<file path="config.mk">
export PLATFORM = sky130hd
export DESIGN_NAME = uart_command_frame_receiver_flat
export DESIGN_NICKNAME = d
export VERILOG_FILES = /design/src/ucfr_pkg.sv /design/src/ucfr_if.sv /design/src/uart_command_frame_receiver.sv /design/src/ucfr_handshake.sv /design/src/ucfr_frame.sv /design/src/flat_wrapper.sv
export SDC_FILE = /design/constraint.sdc
export NUM_CORES = 1
export LEC_CHECK = 0
export BUFFER_PORTS_ARGS = -buffer_cell sky130_fd_sc_hd__buf_2
export CAP_MARGIN = 20
export CORE_UTILIZATION = 52
export CTS_CLUSTER_DIAMETER = 100
export DETAILED_ROUTE_END_ITERATION = 7
export PLACE_DENSITY_LB_ADDON = 0.15
export SYNTH_ARGS = -nofsm -noshare
export SYNTH_HDL_FRONTEND = slang
export SYNTH_SLANG_ARGS = --single-unit
</file>
<file path="constraint.sdc">
create_clock -name clk -period 3.3 [get_ports clk]
set_input_delay 0.165 -clock clk [delete_from_list [all_inputs] [get_ports clk]]
set_output_delay 0.165 -clock clk [all_outputs]
set_load 0.1 [all_outputs]
</file>
<file path="src/ucfr_pkg.sv">
// Package for the UART command frame receiver: shared types, constants and
// the byte-wide CRC-16/X.25 update function. No dependencies.
package ucfr_pkg;

  localparam logic [7:0]  FRAME_START_RST  = 8'h5a;
  localparam logic [15:0] UPD_TIMEOUT_RST  = 16'd60000;
  localparam logic [15:0] CRC_INIT         = 16'hffff;
  localparam logic [15:0] CRC_POLY_REFL    = 16'h8408;
  localparam logic [7:0]  HS_OPEN0         = 8'h20;
  localparam logic [7:0]  HS_OPEN1         = 8'h06;
  localparam logic [7:0]  HS_FILL_A        = 8'h55;
  localparam logic [7:0]  HS_FILL_B        = 8'haa;
  localparam logic [2:0]  CRC_SPAN         = 3'd6;
  localparam logic [2:0]  FRAME_LAST_POS   = 3'd7;
  localparam logic [2:0]  HS_LAST_POS      = 3'd7;

  localparam int unsigned CFG_AW = 3;

  typedef enum logic {
    ACT_BYTE = 1'b0,
    ACT_TICK = 1'b1
  } action_t;

  typedef enum logic {
    REG_FRAME_START = 1'b0,
    REG_UPD_TIMEOUT = 1'b1
  } reg_idx_t;

  typedef struct packed {
    logic       action;
    logic [7:0] rx_byte;
    logic       from_known_port;
  } item_t;

  // Status from the handshake unit to the frame gatherer and result stage
  typedef struct packed {
    logic update_mode;
    logic gather;
    logic forwarded;
  } hs_stat_t;

  typedef struct packed {
    logic        frame_ready;
    logic [63:0] frame_bytes;
    logic        crc_mismatch;
  } frame_res_t;

  function automatic logic [15:0] crc_feed(input logic [15:0] crc_in, input logic [7:0] b);
    logic [15:0] c;
    c = crc_in ^ {8'h00, b};
    for (int k = 0; k < 8; k++) begin
      c = c[0] ? ((c >> 1) ^ CRC_POLY_REFL) : (c >> 1);
    end
    return c;
  endfunction

endpackage

</file>
<file path="src/ucfr_if.sv">
// Handshake channels for input items and result items.
// Does not depend on ucfr_pkg; its widths match the package's fields.
interface ucfr_in_if;
  logic       valid;
  logic       ready;
  logic       action;
  logic [7:0] rx_byte;
  logic       from_known_port;

  modport source (output valid, action, rx_byte, from_known_port, input ready);
  modport sink (input valid, action, rx_byte, from_known_port, output ready);
endinterface

interface ucfr_out_if;
  logic        valid;
  logic        ready;
  logic        frame_ready;
  logic [63:0] frame_bytes;
  logic        crc_mismatch;
  logic        update_mode;
  logic        forwarded_to_update;

  modport source (output valid, frame_ready, frame_bytes, crc_mismatch, update_mode,
                  forwarded_to_update, input ready);
  modport sink (input valid, frame_ready, frame_bytes, crc_mismatch, update_mode,
                forwarded_to_update, output ready);
endinterface

</file>
<file path="src/uart_command_frame_receiver.sv">
// An accepted item passes through the input register, then the result register, before
// its result item appears. Throughput: one item per cycle while the output is not stalled,
// set by the combinational byte CRC update and state update between the two registers.
// Reset (rst_n low, synchronous): channels empty, frame position zero, CRC all ones,
// handshake idle, update mode off, registers at start byte 0x5A and timeout 60000.
module uart_command_frame_receiver (
  input  logic                clk,
  input  logic                rst_n,
  ucfr_in_if.sink             in_ch,
  ucfr_out_if.source          out_ch,
  input  logic                psel,
  input  logic                penable,
  input  logic                pwrite,
  input  logic [ucfr_pkg::CFG_AW-1:0] paddr,
  input  logic [31:0]         pwdata,
  output logic [31:0]         prdata,
  output logic                pready
);

  logic [7:0]             start_byte_r;
  logic [15:0]            timeout_r;
  logic                   s1_v_r;
  ucfr_pkg::item_t        s1_item_r;
  logic                   out_v_r;
  ucfr_pkg::frame_res_t   out_frame_r;
  logic                   out_upd_r;
  logic                   out_fwd_r;
  logic                   adv;
  logic                   proc_en;
  logic                   in_acc;
  ucfr_pkg::hs_stat_t     hs_stat;
  ucfr_pkg::frame_res_t   frame_res;
  logic                   cfg_wr;
  ucfr_pkg::reg_idx_t     cfg_idx;

  // configuration port
  assign pready  = 1'b1;
  assign cfg_wr  = psel && penable && pwrite;
  assign cfg_idx = ucfr_pkg::reg_idx_t'(paddr[2]);

  always_comb begin
    case (cfg_idx)
      ucfr_pkg::REG_FRAME_START: prdata = {24'd0, start_byte_r};
      ucfr_pkg::REG_UPD_TIMEOUT: prdata = {16'd0, timeout_r};
      default:                   prdata = 32'd0;
    endcase
  end

  always_ff @(posedge clk) begin
    if (!rst_n) begin
      start_byte_r <= ucfr_pkg::FRAME_START_RST;
      timeout_r    <= ucfr_pkg::UPD_TIMEOUT_RST;
    end else if (cfg_wr) begin
      case (cfg_idx)
        ucfr_pkg::REG_FRAME_START: start_byte_r <= pwdata[7:0];
        ucfr_pkg::REG_UPD_TIMEOUT: timeout_r    <= pwdata[15:0];
        default: ;
      endcase
    end
  end

  // pipeline control: advance whenever the result register is free or being taken
  assign adv         = !out_v_r || out_ch.ready;
  assign in_ch.ready = !s1_v_r || adv;
  assign in_acc      = in_ch.valid && in_ch.ready;
  assign proc_en     = s1_v_r && adv;

  always_ff @(posedge clk) begin
    if (!rst_n) begin
      s1_v_r <= 1'b0;
    end else if (in_ch.ready) begin
      s1_v_r <= in_ch.valid;
    end
  end

  always_ff @(posedge clk) begin
    if (in_acc) begin
      s1_item_r.action          <= in_ch.action;
      s1_item_r.rx_byte         <= in_ch.rx_byte;
      s1_item_r.from_known_port <= in_ch.from_known_port;
    end
  end

  ucfr_handshake u_hs (
    .clk     (clk),
    .rst_n   (rst_n),
    .proc_en (proc_en),
    .item    (s1_item_r),
    .timeout (timeout_r),
    .stat    (hs_stat)
  );

  ucfr_frame u_frame (
    .clk        (clk),
    .rst_n      (rst_n),
    .proc_en    (proc_en),
    .gather     (hs_stat.gather),
    .rx_byte    (s1_item_r.rx_byte),
    .start_byte (start_byte_r),
    .res        (frame_res)
  );

  always_ff @(posedge clk) begin
    if (!rst_n) begin
      out_v_r <= 1'b0;
    end else if (adv) begin
      out_v_r <= s1_v_r;
    end
  end

  always_ff @(posedge clk) begin
    if (proc_en) begin
      out_frame_r <= frame_res;
      out_upd_r   <= hs_stat.update_mode;
      out_fwd_r   <= hs_stat.forwarded;
    end
  end

  assign out_ch.valid               = out_v_r;
  assign out_ch.frame_ready         = out_frame_r.frame_ready;
  assign out_ch.frame_bytes         = out_frame_r.frame_bytes;
  assign out_ch.crc_mismatch        = out_frame_r.crc_mismatch;
  assign out_ch.update_mode         = out_upd_r;
  assign out_ch.forwarded_to_update = out_fwd_r;

  a_pass_fail_excl: assert property (@(posedge clk) disable iff (!rst_n)
    out_v_r |-> !(out_frame_r.frame_ready && out_frame_r.crc_mismatch))
    else $error("frame reported as both passed and failed");

  a_fwd_in_update: assert property (@(posedge clk) disable iff (!rst_n)
    out_v_r && out_fwd_r |-> out_upd_r)
    else $error("item forwarded while update mode is off");

  a_frame_not_in_update: assert property (@(posedge clk) disable iff (!rst_n)
    out_v_r && (out_frame_r.frame_ready || out_frame_r.crc_mismatch) |-> !out_upd_r)
    else $error("frame completed while update mode is on");

  a_bytes_zero: assert property (@(posedge clk) disable iff (!rst_n)
    out_v_r && !out_frame_r.frame_ready && !out_frame_r.crc_mismatch
      |-> out_frame_r.frame_bytes == 64'd0)
    else $error("frame bytes set without a completed frame");

  a_stage_moves: assert property (@(posedge clk) disable iff (!rst_n)
    proc_en |=> out_v_r)
    else $error("processed item did not reach the result register");

endmodule

</file>
<file path="src/ucfr_handshake.sv">
// Update-mode handshake detector and millisecond timeout counter.
// Depends on ucfr_pkg (item_t, hs_stat_t, handshake constants).
module ucfr_handshake (
  input  logic                 clk,
  input  logic                 rst_n,
  input  logic                 proc_en,
  input  ucfr_pkg::item_t      item,
  input  logic [15:0]          timeout,
  output ucfr_pkg::hs_stat_t   stat
);

  logic [2:0]  hs_pos_r, hs_pos_nxt;
  logic        upd_r, upd_nxt;
  logic [15:0] elapsed_r, elapsed_nxt;
  logic        fill;
  logic [2:0]  restart;
  logic [15:0] el_inc;

  assign fill    = item.rx_byte inside {ucfr_pkg::HS_FILL_A, ucfr_pkg::HS_FILL_B};
  assign restart = (item.rx_byte == ucfr_pkg::HS_OPEN0) ? 3'd1 : 3'd0;
  assign el_inc  = (elapsed_r == 16'hffff) ? elapsed_r : elapsed_r + 16'd1;

  always_comb begin
    hs_pos_nxt  = hs_pos_r;
    upd_nxt     = upd_r;
    elapsed_nxt = elapsed_r;
    if (item.action == ucfr_pkg::ACT_TICK) begin
      if (upd_r) begin
        elapsed_nxt = el_inc;
        if (el_inc >= timeout) upd_nxt = 1'b0;
      end
    end else if (item.from_known_port) begin
      // drop update mode first if the timeout was lowered below elapsed
      if (upd_r && (elapsed_r >= timeout)) upd_nxt = 1'b0;
      case (hs_pos_r)
        3'd0: hs_pos_nxt = restart;
        3'd1: hs_pos_nxt = (item.rx_byte == ucfr_pkg::HS_OPEN1) ? 3'd2 : restart;
        3'd2, 3'd3: hs_pos_nxt = (item.rx_byte == 8'h00) ? hs_pos_r + 3'd1 : restart;
        3'd4, 3'd5, 3'd6: hs_pos_nxt = fill ? hs_pos_r + 3'd1 : restart;
        default: begin
          // hold on the last position: each further fill byte refreshes
          if (fill) begin
            upd_nxt     = 1'b1;
            elapsed_nxt = 16'd0;
          end else begin
            hs_pos_nxt = restart;
          end
        end
      endcase
    end
  end

  always_comb begin
    stat.update_mode = upd_nxt;
    stat.gather      = (item.action == ucfr_pkg::ACT_BYTE) && item.from_known_port && !upd_nxt;
    stat.forwarded   = (item.action == ucfr_pkg::ACT_BYTE) && item.from_known_port && upd_nxt;
  end

  always_ff @(posedge clk) begin
    if (!rst_n) begin
      hs_pos_r  <= 3'd0;
      upd_r     <= 1'b0;
      elapsed_r <= 16'd0;
    end else if (proc_en) begin
      hs_pos_r  <= hs_pos_nxt;
      upd_r     <= upd_nxt;
      elapsed_r <= elapsed_nxt;
    end
  end

endmodule

</file>
<file path="src/ucfr_frame.sv">
// Command frame gatherer with running CRC-16/X.25 check.
// Depends on ucfr_pkg (crc_feed, frame_res_t, frame constants).
module ucfr_frame (
  input  logic                  clk,
  input  logic                  rst_n,
  input  logic                  proc_en,
  input  logic                  gather,
  input  logic [7:0]            rx_byte,
  input  logic [7:0]            start_byte,
  output ucfr_pkg::frame_res_t  res
);

  logic [2:0]  pos_r, pos_nxt;
  logic [63:0] store_r, store_nxt;
  logic [15:0] crc_r, crc_nxt;
  logic [63:0] shifted;

  assign shifted = {store_r[55:0], rx_byte};

  always_comb begin
    pos_nxt   = pos_r;
    store_nxt = store_r;
    crc_nxt   = crc_r;
    res       = '0;
    if (gather) begin
      if (pos_r == 3'd0) begin
        // a byte other than the start byte is dropped here
        if (rx_byte == start_byte) begin
          store_nxt = {56'd0, rx_byte};
          crc_nxt   = ucfr_pkg::crc_feed(ucfr_pkg::CRC_INIT, rx_byte);
          pos_nxt   = 3'd1;
        end
      end else begin
        store_nxt = shifted;
        if (pos_r < ucfr_pkg::CRC_SPAN) crc_nxt = ucfr_pkg::crc_feed(crc_r, rx_byte);
        if (pos_r == ucfr_pkg::FRAME_LAST_POS) begin
          res.frame_ready  = (shifted[15:0] == ~crc_r);
          res.crc_mismatch = (shifted[15:0] != ~crc_r);
          res.frame_bytes  = shifted;
          pos_nxt          = 3'd0;
          crc_nxt          = ucfr_pkg::CRC_INIT;
        end else begin
          pos_nxt = pos_r + 3'd1;
        end
      end
    end
  end

  always_ff @(posedge clk) begin
    if (!rst_n) begin
      pos_r   <= 3'd0;
      store_r <= 64'd0;
      crc_r   <= ucfr_pkg::CRC_INIT;
    end else if (proc_en) begin
      pos_r   <= pos_nxt;
      store_r <= store_nxt;
      crc_r   <= crc_nxt;
    end
  end

endmodule
</file>
<file path="src/flat_wrapper.sv">
// flat-port wrapper written by rule: the top's interface ports become plain ports
module uart_command_frame_receiver_flat 
  (clk, rst_n, psel, penable, pwrite, paddr, pwdata, prdata, pready, in_ch_valid, in_ch_action, in_ch_rx_byte, in_ch_from_known_port, in_ch_ready, out_ch_valid, out_ch_frame_ready, out_ch_frame_bytes, out_ch_crc_mismatch, out_ch_update_mode, out_ch_forwarded_to_update, out_ch_ready);
  ucfr_in_if in_ch_i ();
  ucfr_out_if out_ch_i ();
  input  logic clk;
  input  logic rst_n;
  input  logic psel;
  input  logic penable;
  input  logic pwrite;
  input  logic [ucfr_pkg::CFG_AW-1:0] paddr;
  input  logic [31:0] pwdata;
  output logic [31:0] prdata;
  output logic pready;
  input wire logic [$bits(in_ch_i.valid)-1:0] in_ch_valid;
  input wire logic [$bits(in_ch_i.action)-1:0] in_ch_action;
  input wire logic [$bits(in_ch_i.rx_byte)-1:0] in_ch_rx_byte;
  input wire logic [$bits(in_ch_i.from_known_port)-1:0] in_ch_from_known_port;
  output wire logic [$bits(in_ch_i.ready)-1:0] in_ch_ready;
  output wire logic [$bits(out_ch_i.valid)-1:0] out_ch_valid;
  output wire logic [$bits(out_ch_i.frame_ready)-1:0] out_ch_frame_ready;
  output wire logic [$bits(out_ch_i.frame_bytes)-1:0] out_ch_frame_bytes;
  output wire logic [$bits(out_ch_i.crc_mismatch)-1:0] out_ch_crc_mismatch;
  output wire logic [$bits(out_ch_i.update_mode)-1:0] out_ch_update_mode;
  output wire logic [$bits(out_ch_i.forwarded_to_update)-1:0] out_ch_forwarded_to_update;
  input wire logic [$bits(out_ch_i.ready)-1:0] out_ch_ready;
  assign in_ch_i.valid = in_ch_valid;
  assign in_ch_i.action = in_ch_action;
  assign in_ch_i.rx_byte = in_ch_rx_byte;
  assign in_ch_i.from_known_port = in_ch_from_known_port;
  assign in_ch_ready = in_ch_i.ready;
  assign out_ch_valid = out_ch_i.valid;
  assign out_ch_frame_ready = out_ch_i.frame_ready;
  assign out_ch_frame_bytes = out_ch_i.frame_bytes;
  assign out_ch_crc_mismatch = out_ch_i.crc_mismatch;
  assign out_ch_update_mode = out_ch_i.update_mode;
  assign out_ch_forwarded_to_update = out_ch_i.forwarded_to_update;
  assign out_ch_i.ready = out_ch_ready;
  uart_command_frame_receiver u_core (.clk(clk), .rst_n(rst_n), .in_ch(in_ch_i), .out_ch(out_ch_i), .psel(psel), .penable(penable), .pwrite(pwrite), .paddr(paddr), .pwdata(pwdata), .prdata(prdata), .pready(pready));
endmodule
</file>
==> results.sh <==
export IMPL_ys_seq_area_share_pct=45.90
export IMPL_die_h_um=143.3
export IMPL_hold_viol_final=0
export IMPL_avgSynthCellArea_um2=9.137
export IMPL_cts_tree="yes"
export IMPL_p_leak_nw=4.700
export IMPL_synth_edf_count=78
export IMPL_start_util_pct=53.16
export IMPL_synth_top_family_by_area="simple AND/OR/NAND/NOR gates"
export IMPL_total_power_mw=5.697
export IMPL_synth_fa_ha_area_share_pct=4.942
export IMPL_clock_fmax_mhz=309.8
export IMPL_ant_nets=0
export IMPL_drive_above_1_share_pct=21.21
export IMPL_clk_latency_ns=0.44
export IMPL_relSlewSlack_pct=38.16
export IMPL_period_minus_slack_ns=3.227
export IMPL_diodes=0
export IMPL_outcome="finished, final reports clean"
export IMPL_nFillCells=1658
export IMPL_crit_type="reg -> reg"
export IMPL_synth_ff_type="dfxtp_1"
export IMPL_cp_top_family="compound AO/OA/AOI/OAI gates"
export IMPL_place_congestion=0.8599
export IMPL_synth_cells=1136
export IMPL_holdWs_ns=0.02077
export IMPL_cts_num_sinks=199
export IMPL_end_kind="register"
export IMPL_swShare_pct=30.73
export IMPL_wl_met2_mm=12.93
export IMPL_rr_endpoint="u_core.out_ch.frame_bytes[25]"
export IMPL_seqPwrFrac_pct=46.4
export IMPL_htreeDepth=4
export IMPL_fin_worst_skew_ns=0.01621
export IMPL_p_per_area_mw_per_mm2=459.4
export IMPL_pin_count=155
export IMPL_crit_required_ns=3.48
export IMPL_drt_wl_total_mm=28.00
export IMPL_p_comb_share_pct=14.6
export IMPL_clockPowerShare_pct=39.0
export IMPL_ys_ff_latch=199
export IMPL_ir_drop_mv=0.3257
export IMPL_synth_area_top_cells="dfxtp_1 23%, edfxtp_1 23%, nand2_1 5.5%, a21oi_1 5.0%, ha_1 4.9%"
export IMPL_drcViolationCount=0
export IMPL_hold_depth=3
export IMPL_syn_area_mm2=0.01038
export IMPL_hold_class="in -> reg"
export IMPL_wl_met1_mm=12.80
export IMPL_max_cap_violations=0
export IMPL_synth_simple_area_share_pct=19.88
export IMPL_rr_worst_depth=15
export IMPL_grt_max_degree=71
export IMPL_fp_row_count=51
export IMPL_internal_power_mw=3.946
export IMPL_path_cells="ha_2 > and2_4 > nand2_4 > o31ai_4 > buf_6 > nor2_1 > xor2_1 > ha_1 > a211oi_1 > o21ai_1 > a41oi_2 > o21a_4 > buf_12 > clkbuf_16 > nor3_2"
export IMPL_fin_nets=1372
export IMPL_synth_area_mux_share_pct=0.9764
export IMPL_drt_iter0_markers=794
export IMPL_critPathMaxFanout=6
export IMPL_synth_cell_types=71
export IMPL_wl_met3_mm=1.589
export IMPL_synth_compound_area_share_pct=15.80
export IMPL_synthArstFlopShare_pct=0
export IMPL_clockBufferDepth=2
export IMPL_critPathSlowestCell="o31ai_4"
export IMPL_grt_pass1_wl_mm=43.78
export IMPL_max_stage_delay_ns=0.38
export IMPL_grt_overflow=0
export IMPL_setup_tns_ns=0
export IMPL_r2r_start="u_core.u_hs.elapsed_r[0]"
export IMPL_dieArea_mm2=0.02053
export IMPL_port_buffers=119
export IMPL_dr_pass1_iters=5
export IMPL_antenna_found_initial=0
export IMPL_final_area_mm2=0.01240
export IMPL_post_route_period_util_pct=97.80
export IMPL_grt_usage_pct=27.67
export IMPL_min_from="pwdata[7]"
export IMPL_synth_xor_area_share_pct=5.352
export IMPL_crit_buf_inv=3
export IMPL_syn_to_final_growth_pct=19.47
export IMPL_fp_dieW_um=143.3
export IMPL_rsz0062_at_grt="yes"
export IMPL_dpl_cell_area_mm2=0.01125
export IMPL_drt_vias_per_instance=5.847
export IMPL_dp_hpwl_mm=17.36
export IMPL_reg2reg_slack_ns=0.07
export IMPL_critPathLaunchType="register"
export IMPL_synth_largest_area_cell="dfxtp_1"
export IMPL_hold_end="u_core.timeout_r[7]"
export IMPL_avgRoutedWirePerCell_um=17.99
export IMPL_ys_warn_count=0
export IMPL_crit_arrival_ns=3.41
export IMPL_final_setup_viol_count=0
export IMPL_cts_root_buf="clkbuf_16"
export IMPL_numCtsBuffers=17
export IMPL_core_area_mm2=0.01953
export IMPL_slew_violations=0
export IMPL_vias=9104
export IMPL_p_switching_mw=1.751
export IMPL_netlist_area_leader_share_pct=23.34
export IMPL_clk_pin_slew_ns=0.08
export IMPL_worst_slew_pin_slew_ns=0.9276
export IMPL_grt_pass1_vias=8246
export IMPL_top_layer_used="met4"
## area by class of cell
class,count,area (um2),area share (%)
Timing Repair Buffer,215,1554,12.53
Multi-Input combinational cell,816,4999,40.31
Tap cell,265,331.6,2.674
Inverter,30,112.6,0.9081
Clock buffer,17,425.4,3.431
Clock inverter,15,207.7,1.675
Sequential cell,199,4771,38.47
## routing by layer
layer / up-vias / track usage, %
met4: 0 / 10.02
li1: 4353 / -
met1: 4387 / 38.37
met5: - / 0
met3: 47 / 4.695
met2: 317 / 43.26
## synth_stat cells, types with 27 or more instances
cell type,number
a21oi_1,104
clkbuf_1,36
dfxtp_1,121
edfxtp_1,78
ha_1,41
inv_1,27
nand2_1,153
nand3_1,27
nand4_1,60
nor2_1,41
nor3_1,65
o21ai_0,74
xnor2_1,50
## what timing repair did
action	CTS	global route
endpoints found under the setup margin	47	66
hold buffers	26	0
pin swaps	6	13
buffers inserted	6	5
cloned	2	4
gates resized for setup	9	15
endpoints found under the hold margin	32	0
## registers in the layout, indices dropped and copies added (netlist names)
register and count:
u_core.s1_item_r 10, u_core.out_ch.crc_mismatch 1, u_core.u_hs.upd_r 1, u_core.out_ch.frame_ready 1
u_core.start_byte_r 8, u_core.u_hs.hs_pos_r 3, u_core.out_ch.update_mode 1, u_core.timeout_r 16
u_core.u_frame.pos_r 3, u_core.out_ch.forwarded_to_update 1, u_core.s1_v_r 1, u_core.out_ch.valid 1
u_core.u_frame.store_r 56, u_core.u_frame.crc_r 16, u_core.out_ch.frame_bytes 64, u_core.u_hs.elapsed_r 16
## cells by family after synthesis
family | count (synthesis)
AND/OR/NAND/NOR | 411
other | 2
AO/OA/AOI/OAI | 277
flip-flops | 199
adder cells (fa/ha/maj) | 41
buffers and inverters | 136
multiplexers | 9
XOR/XNOR | 61
## cells in the final DEF (no fill, tap or decap), types with 26 or more instances in the layout
cell type	netlist	layout
nand3_1	27	27
nor2_1	41	39
edfxtp_1	78	78
dfxtp_1	121	116
nor3_1	65	62
xnor2_1	50	50
ha_1	41	40
a21oi_1	104	104
buf_4	25	56
o21ai_0	74	71
nand2_1	153	152
buf_2	21	119
nand4_1	60	60
dlygate4sd3_1	0	26
inv_1	27	26
## power groups by stage
stage	logic, mW	registers [mW]	clock network [mW]
6_report	0.831	2.64	2.22
5_1_grt	0.871	2.65	2.33
4_1_cts	0.822	2.64	2.25
3_5_place_dp	0.782	2.70	0
3_3_place_gp	0.778	2.70	0
2_1_floorplan	0.400	2.96	0
## how the worst max path moves through the flow
stage                     slack, ns                startpoint                            end  cells past startpoint
after detailed placement      -0.03  u_core.u_hs.elapsed_r[0]  u_core.out_ch.frame_bytes[15]                     14
final                          0.07  u_core.u_hs.elapsed_r[0]  u_core.out_ch.frame_bytes[25]                     15
after CTS                     0.004  u_core.u_hs.elapsed_r[9]  u_core.out_ch.frame_bytes[23]                     14
after global placement         0.05  u_core.u_hs.elapsed_r[0]   u_core.out_ch.frame_bytes[7]                     14
after global routing          -0.08  u_core.u_hs.elapsed_r[8]  u_core.out_ch.frame_bytes[25]                     14
after floorplan              -0.002  u_core.u_hs.elapsed_r[1]     u_core.out_ch.crc_mismatch                     15
## per-stage QoR
step,util (%),worst slack (ns),instances
global route,63.51,-0.08435,1557
global placement,57.64,0.04849,1485
floorplan,-,-0.001772,1151
CTS,62.96,0.003513,1551
detailed placement,57.64,-0.02733,1485
finish,63.51,0.07253,1557
## worst register-to-register path: stages (launching register included)
cell and delay (ns):
dfxtp_2 0.34, ha_2 0.18, and2_4 0.16, nand2_4 0.07, o31ai_4 0.38, buf_6 0.17, nor2_1 0.05, xor2_1 0.17
ha_1 0.27, a211oi_1 0.25, o21ai_1 0.15, a41oi_2 0.20, o21a_4 0.23, buf_12 0.16, clkbuf_16 0.16, nor3_2 0.05
Note: power is estimated with default switching activity, not from simulation.
